[src/rtl/core/tcfsd_pkg.sv]
// ----------------------------------------------------------------------------
// tcfsd_pkg
// Shared types and constants for the two-class queue with class dequeue.
// ----------------------------------------------------------------------------
package tcfsd_pkg;

    localparam int DEF_QUEUE_DEPTH = 16;
    localparam int DEF_TAG_BITS    = 16;

    localparam int REQ_W    = 2;
    localparam int KIND_W   = 1;
    localparam int PORT_TAG_W = 16;
    localparam int STATUS_W = 2;
    localparam int EXT_TAG_W  = 64;

    localparam int DATA_BITS = KIND_W + PORT_TAG_W;
    localparam int TDATA_W   = ((DATA_BITS + 7) / 8) * 8;

    typedef enum logic [REQ_W-1:0] {
        REQ_ENQ  = 2'd0,
        REQ_ANY  = 2'd1,
        REQ_CLS0 = 2'd2,
        REQ_CLS1 = 2'd3
    } req_t;

    typedef enum logic [STATUS_W-1:0] {
        ST_ENQUEUED = 2'd0,
        ST_DEQUEUED = 2'd1,
        ST_EMPTY    = 2'd2,
        ST_FULL     = 2'd3
    } status_t;

    typedef enum logic {
        S_IDLE = 1'b0,
        S_HOLD = 1'b1
    } ctrl_state_t;

    typedef struct packed {
        logic exec;
    } ctrl_cmd_t;

endpackage

[src/rtl/core/tcfsd_ctrl.sv]
// ----------------------------------------------------------------------------
// tcfsd_ctrl
// Handshake controller: takes a request, holds the result until taken.
// ----------------------------------------------------------------------------
module tcfsd_ctrl
    import tcfsd_pkg::*;
(
    input  logic      clk,
    input  logic      rst_n,
    input  logic      s_tvalid,
    output logic      s_tready,
    output logic      m_tvalid,
    input  logic      m_tready,
    output ctrl_cmd_t cmd
);

    ctrl_state_t state_reg;
    ctrl_state_t state_next;

    always_ff @(posedge clk or negedge rst_n)
    begin
        if (!rst_n)
        begin
            state_reg <= S_IDLE;
        end
        else
        begin
            state_reg <= state_next;
        end
    end

    always_comb
    begin
        state_next = state_reg;
        unique case (state_reg)
            S_IDLE:
            begin
                if (s_tvalid)
                begin
                    state_next = S_HOLD;
                end
            end
            S_HOLD:
            begin
                if (m_tready && !s_tvalid)
                begin
                    state_next = S_IDLE;
                end
            end
            default:
            begin
                state_next = S_IDLE;
            end
        endcase
    end

    always_comb
    begin
        s_tready = 1'b0;
        m_tvalid = 1'b0;
        unique case (state_reg)
            S_IDLE:
            begin
                s_tready = 1'b1;
            end
            S_HOLD:
            begin
                m_tvalid = 1'b1;
                s_tready = m_tready;
            end
            default:
            begin
                s_tready = 1'b0;
            end
        endcase
        cmd.exec = s_tvalid && s_tready;
    end

endmodule

[src/rtl/core/tcfsd_datapath.sv]
// ----------------------------------------------------------------------------
// tcfsd_datapath
// Row of queue cells with priority pick, local shift and result register.
// ----------------------------------------------------------------------------
module tcfsd_datapath
    import tcfsd_pkg::*;
#(
    parameter int QUEUE_DEPTH = DEF_QUEUE_DEPTH,
    parameter int TAG_BITS    = DEF_TAG_BITS
)
(
    input  logic                  clk,
    input  logic                  rst_n,
    input  ctrl_cmd_t             cmd,
    input  req_t                  req_type,
    input  logic                  animal_kind,
    input  logic [PORT_TAG_W-1:0] name_tag,
    output status_t               status,
    output logic                  out_kind,
    output logic [PORT_TAG_W-1:0] out_tag
);

    logic [QUEUE_DEPTH-1:0] valid_reg;
    logic [QUEUE_DEPTH-1:0] valid_next;
    logic [QUEUE_DEPTH-1:0] kind_reg;
    logic [QUEUE_DEPTH-1:0] kind_next;
    logic [TAG_BITS-1:0]    tag_reg  [QUEUE_DEPTH];
    logic [TAG_BITS-1:0]    tag_next [QUEUE_DEPTH];

    status_t               status_reg;
    status_t               status_next;
    logic                  okind_reg;
    logic                  okind_next;
    logic [PORT_TAG_W-1:0] otag_reg;
    logic [PORT_TAG_W-1:0] otag_next;

    logic [EXT_TAG_W-1:0]   in_ext;
    logic [EXT_TAG_W-1:0]   out_ext;
    logic [TAG_BITS-1:0]    tag_in;
    logic [TAG_BITS-1:0]    sel_tag;
    logic                   sel_kind;
    logic [QUEUE_DEPTH-1:0] class_mask;
    logic [QUEUE_DEPTH-1:0] match;
    logic [QUEUE_DEPTH-1:0] first;
    logic [QUEUE_DEPTH-1:0] ge_mask;
    logic [QUEUE_DEPTH-1:0] free;
    logic                   hit;
    logic                   full;
    logic                   do_enq;
    logic                   do_deq;

    always_comb
    begin
        in_ext = EXT_TAG_W'(name_tag);
        tag_in = in_ext[TAG_BITS-1:0];

        case (req_type)
            REQ_ANY:  class_mask = '1;
            REQ_CLS1: class_mask = kind_reg;
            default:  class_mask = ~kind_reg;
        endcase

        match   = valid_reg & class_mask;
        first   = match & (~match + QUEUE_DEPTH'(1));
        ge_mask = ~(first - QUEUE_DEPTH'(1));
        hit     = |match;
        free    = ~valid_reg & {valid_reg[QUEUE_DEPTH-2:0], 1'b1};
        full    = valid_reg[QUEUE_DEPTH-1];

        sel_kind = 1'b0;
        sel_tag  = '0;
        for (int i = 0; i < QUEUE_DEPTH; i++)
        begin
            sel_kind = sel_kind | (first[i] & kind_reg[i]);
            sel_tag  = sel_tag | (tag_reg[i] & {TAG_BITS{first[i]}});
        end
        out_ext = '0;
        out_ext[TAG_BITS-1:0] = sel_tag;

        do_enq = 1'b0;
        do_deq = 1'b0;
        status_next = ST_EMPTY;
        okind_next  = 1'b0;
        otag_next   = '0;
        case (req_type) inside
            REQ_ENQ:
            begin
                if (full)
                begin
                    status_next = ST_FULL;
                end
                else
                begin
                    status_next = ST_ENQUEUED;
                    do_enq      = cmd.exec;
                end
            end
            REQ_ANY, REQ_CLS0, REQ_CLS1:
            begin
                if (hit)
                begin
                    status_next = ST_DEQUEUED;
                    okind_next  = sel_kind;
                    otag_next   = out_ext[PORT_TAG_W-1:0];
                    do_deq      = cmd.exec;
                end
            end
            default:
            begin
                status_next = ST_EMPTY;
            end
        endcase

        valid_next = valid_reg;
        kind_next  = kind_reg;
        for (int i = 0; i < QUEUE_DEPTH; i++)
        begin
            tag_next[i] = tag_reg[i];
        end

        // shift cells at and above the removed one down by one
        for (int i = 0; i < QUEUE_DEPTH - 1; i++)
        begin
            if (do_deq && ge_mask[i])
            begin
                valid_next[i] = valid_reg[i+1];
                kind_next[i]  = kind_reg[i+1];
                tag_next[i]   = tag_reg[i+1];
            end
        end
        if (do_deq && ge_mask[QUEUE_DEPTH-1])
        begin
            valid_next[QUEUE_DEPTH-1] = 1'b0;
        end

        // append at the first free cell
        for (int i = 0; i < QUEUE_DEPTH; i++)
        begin
            if (do_enq && free[i])
            begin
                valid_next[i] = 1'b1;
                kind_next[i]  = animal_kind;
                tag_next[i]   = tag_in;
            end
        end
    end

    always_ff @(posedge clk or negedge rst_n)
    begin
        if (!rst_n)
        begin
            valid_reg <= '0;
        end
        else
        begin
            valid_reg <= valid_next;
        end
    end

    always_ff @(posedge clk)
    begin
        kind_reg <= kind_next;
        for (int i = 0; i < QUEUE_DEPTH; i++)
        begin
            tag_reg[i] <= tag_next[i];
        end
        if (cmd.exec)
        begin
            status_reg <= status_next;
            okind_reg  <= okind_next;
            otag_reg   <= otag_next;
        end
    end

    assign status   = status_reg;
    assign out_kind = okind_reg;
    assign out_tag  = otag_reg;

endmodule

[src/rtl/core/two_class_fifo_selective_dequeue.sv]
// ----------------------------------------------------------------------------
// two_class_fifo_selective_dequeue
// Age-ordered two-class queue with enqueue, oldest dequeue and class dequeue.
//
//   channel  | tdata (low bit up)          | tuser
//   ---------+-----------------------------+-----------------
//   s_       | animal_kind, name_tag, pad  | req_type
//   m_       | out_kind, out_tag, pad      | status
//
// One request per cycle while results are taken: a taken request's result
// sits in the output register from the next cycle, and a new request is taken
// in the same cycle the held result is taken. The cell row is registered.
// Reset empties the queue; a stalled result holds and blocks new requests.
// ----------------------------------------------------------------------------
module two_class_fifo_selective_dequeue
    import tcfsd_pkg::*;
#(
    parameter int QUEUE_DEPTH = DEF_QUEUE_DEPTH,
    parameter int TAG_BITS    = DEF_TAG_BITS
)
(
    input  logic               clk,
    input  logic               rst_n,
    input  logic               s_tvalid,
    output logic               s_tready,
    input  logic [TDATA_W-1:0] s_tdata,   // animal_kind, name_tag, zero pad
    input  logic [REQ_W-1:0]   s_tuser,   // req_type
    output logic               m_tvalid,
    input  logic               m_tready,
    output logic [TDATA_W-1:0] m_tdata,   // out_kind, out_tag, zero pad
    output logic [STATUS_W-1:0] m_tuser   // status
);

    ctrl_cmd_t             cmd;
    status_t               status;
    logic                  out_kind;
    logic [PORT_TAG_W-1:0] out_tag;

    tcfsd_ctrl u_ctrl (
        .clk      (clk),
        .rst_n    (rst_n),
        .s_tvalid (s_tvalid),
        .s_tready (s_tready),
        .m_tvalid (m_tvalid),
        .m_tready (m_tready),
        .cmd      (cmd)
    );

    tcfsd_datapath #(
        .QUEUE_DEPTH (QUEUE_DEPTH),
        .TAG_BITS    (TAG_BITS)
    ) u_datapath (
        .clk         (clk),
        .rst_n       (rst_n),
        .cmd         (cmd),
        .req_type    (req_t'(s_tuser)),
        .animal_kind (s_tdata[0]),
        .name_tag    (s_tdata[PORT_TAG_W:1]),
        .status      (status),
        .out_kind    (out_kind),
        .out_tag     (out_tag)
    );

    assign m_tdata = TDATA_W'({out_tag, out_kind});
    assign m_tuser = status;

endmodule
[config.mk]
export PLATFORM = sky130hd
export DESIGN_NAME = two_class_fifo_selective_dequeue
export DESIGN_NICKNAME = d
export VERILOG_FILES = /design/src/rtl/core/tcfsd_pkg.sv /design/src/rtl/core/tcfsd_ctrl.sv /design/src/rtl/core/tcfsd_datapath.sv /design/src/rtl/core/two_class_fifo_selective_dequeue.sv
export SDC_FILE = /design/constraint.sdc
export NUM_CORES = 1
export LEC_CHECK = 0
export BUFFER_PORTS_ARGS = -buffer_cell sky130_fd_sc_hd__buf_2
export CAP_MARGIN = 20
export CORE_MARGIN = 2
export CORE_UTILIZATION = 52
export CTS_BUF_LIST = sky130_fd_sc_hd__clkbuf_4
export CTS_CLUSTER_SIZE = 12
export DETAILED_ROUTE_END_ITERATION = 7
export GPL_TIMING_DRIVEN = 1
export MAX_ROUTING_LAYER = met4
export PLACE_DENSITY = 0.79
export SKIP_CTS_REPAIR_TIMING = 1
export SYNTH_ARGS = -nofsm -noshare
export SYNTH_HDL_FRONTEND = slang
export SYNTH_SLANG_ARGS = --single-unit
[constraint.sdc]
create_clock -name clk -period 4.55 [get_ports clk]
set_input_delay 0.91 -clock clk [delete_from_list [all_inputs] [get_ports clk]]
set_output_delay 0.91 -clock clk [all_outputs]
set_load 0.005 [all_outputs]
==> run_results.csv <==
group,metric,value,unit
setup_path,end_kind,"register",
sta,tightest_slew,0.933,ns
logic_synthesis,synth_top_area_cell,"edfxtp_1",
sta,period_needed,3.32,ns
drt,drt-total-wl,35.0,mm
logic_synthesis,async_flop_share,5.52,%
logic_synthesis,synth_top_area_share,55.3,%
final_layout,largest_reg_flops,256,
global_route,grt_antenna_before_repair,3,
outcome,status,"complete, no violations",
sta,drv_slew,0,
floorplanning,die_y,178,um
logic_synthesis,syn_area,15800,um2
global_route,grt_use_total,23.1,%
logic_synthesis,ys_seq_area_share,58.0,%
logic_synthesis,yosys-top-cells-area,"edfxtp_1 (55%), mux2_2 (18%), dfrtp_1 (2.7%), a32oi_1 (2.0%), nand2_1 (1.6%)",
hold_path,hp-class,"input pin to asynchronous set/reset pin",
sta,finalSetupTns,0,ns
sta,fin_worst_skew,0.0525,ns
drt,wl_per_cell,20.9,um
clocking,cts_root_buffer,"clkbuf_4",
power,ir_drop,192,uV
logic_synthesis,synthTopCellsByCount,"edfxtp_1 (291), mux2_2 (255), nand2_1 (66), nor2_1 (51), clkbuf_1 (46)",
logic_synthesis,synth.most_common_cell,"edfxtp_1",
logic_synthesis,synth_edf_count,291,
clocking,htreeDepth,3,
drt,drc,0,
floorplanning,ioPinCount,58,
drt,dr.pass1.iters,5,
setup_path,slowest_delay,0.62,ns
clocking,worstSkewPairLatency,0.70,ns
floorplanning,coreArea,29800,um2
logic_synthesis,synth_warnings,0,
logic_synthesis,synth.avg_cell_area,13.7,um2
logic_synthesis,synth-seq-cells,308,
placed_design,place_hpwl,25.4,mm
global_route,grt_max_degree,29,
floorplanning,die_w,178,um
floorplanning,dieArea,31800,um2
sta,period_share,73.0,%
setup_path,arrival,3.68,ns
setup_path,path_max_fanout,17,
final_layout,drive_gt1_share,39.6,%
sta,slew_headroom,37.8,%
logic_synthesis,ys.flop_type,"edfxtp_1",
logic_synthesis,syn_inst,1149,
final_layout,synthToLayoutAreaGrowth,9.99,%
floorplanning,start_util,53.0,%
run,maxCapViolCount,0,
placed_design,io_buffers,43,
global_route,grt_pass1_vias,10300,
clocking,clockBufferDepth,3,
sta,hold_viol,0,
placed_design,gp_congestion,0.861,
power,p_total,8950,uW
sta,rsz0062_at_grt,"false",
clocking,clock-sinks,308,
power,power_leakage,0.00600,uW
sta,setup_viol,0,
clocking,cts_tree,"done",
setup_path,critPathKind,"input pin to register",
drt,vias_per_cell,6.12,
setup_path,required,4.91,ns
drt,drt_iter0_drc,796,
final_layout,nets,1260,
sta,max_freq,301,MHz
final_layout,fin_util,58.3,%
setup_path,path_cells,"buf_2 -> and2_1 -> a21oi_2 -> a2111oi_4 -> and4_1 -> nand3_1 -> o21ai_2 -> a31oi_1",
drt,postRouteAntennaNets,0,
global_route,grt_first_pass_wirelength,55.8,mm
power,power_density,515,nW/um2
clocking,cts-buffers-inserted,83,
setup_path,critPathLaunchType,"input pin",
logic_synthesis,yosys.cell_types.count,66,
global_route,globalRoute.totalOverflow,0,
clocking,clk_pin_slew,0.06,ns
setup_path,crit_slowest_cell,"and4_1",
drt,route.vias.total,10300,
floorplanning,num_rows,63,
-- per-stage QoR --
| step | hold WS (ns) | cells | cell area, um2 | worst slack [ns] |
|---|---|---|---|---|
| floorplan | 0.536 | 1155 | 15800 | 0.655 |
| global placement | 0.499 | 1534 | 16400 | 0.616 |
| detailed placement | 0.523 | 1534 | 16400 | 0.578 |
| CTS | 0.125 | 1671 | 17400 | 1.26 |
| global route | 0.142 | 1675 | 17400 | 1.02 |
| finish | 0.164 | 1675 | 17400 | 1.23 |
-- routing by layer --
layer | track usage (%) | part of all wire, %
met1 | 29.6 | 43
met2 | 37.2 | 49
met3 | 4.37 | 5.8
met4 | 7.59 | 1.9
met5 | - | 0
-- cells in the final DEF (no fill, tap or decap), drive strengths merged, types with 3 or more instances in the layout --
cell,instances
nand2,66
a21oi,20
o211ai,26
or2,3
o21ai,22
nand2b,22
o211a,4
diode,3
nor2b,3
conb,7
nand3b,10
o22ai,7
a41oi,11
and2,3
dfrtp,17
a221o,12
mux2,255
a221oi,22
a32oi,36
a21boi,3
nand3,37
inv,14
a22o,4
edfxtp,291
clkbuf,122
and3,18
mux2i,6
a311oi,15
a22oi,6
nor3,6
a31oi,25
buf,88
nor2,52
o2bb2ai,14
clkinv,10
-- worst max-delay path, delay by kind of cell --
family / cells / cell delay [ns]
AND/OR/NAND/NOR: 3 / 1.23
AO/OA/AOI/OAI: 4 / 1.23
buffers and inverters: 1 / 0.29
-- power breakdown --
part           internal (uW)  switching, uW
combinational            973           1540
sequential              3800            318
clock                   1210           1100
-- path summary, 6_finish.rpt --
check,from,endpoint,slack (ns),depth (start not counted)
setup / recovery,s_tuser[1],u_datapath.out_tag[9],1.23,8
hold / removal,rst_n,u_datapath.valid_reg[7],0.16,1
setup reg to reg,u_datapath.kind_reg[1],u_datapath.out_tag[9],1.27,7
hold reg to reg,u_ctrl.state_reg,u_ctrl.state_reg,0.52,2
max in group asynchronous,rst_n,u_datapath.valid_reg[13],4.03,1
min in group clk,s_tvalid,u_ctrl.state_reg,0.41,2
-- cell type report --
type                       count  area (um2)
sequential                   308        9160
inverter                      11        41.3
fill                        2351       12400
clock inverter                15        63.8
clock buffer                 122         916
antenna                        3        7.51
timing repair buffer          88         553
multi-input combinational    738        6140
tap                          390         488
-- cells by family (layout without fill, tap and decap cells) --
group / after synthesis / after routing / share of synthesized area [%]
buf+inv: 109 / 236 / 3.26
compound gates: 239 / 239 / 12.5
flops: 308 / 308 / 58.0
other cells: 1 / 10 / 0.0237
mux: 261 / 261 / 18.6
simple gates: 231 / 231 / 7.63
No activity file was read; power rests on OpenSTA's default activity.
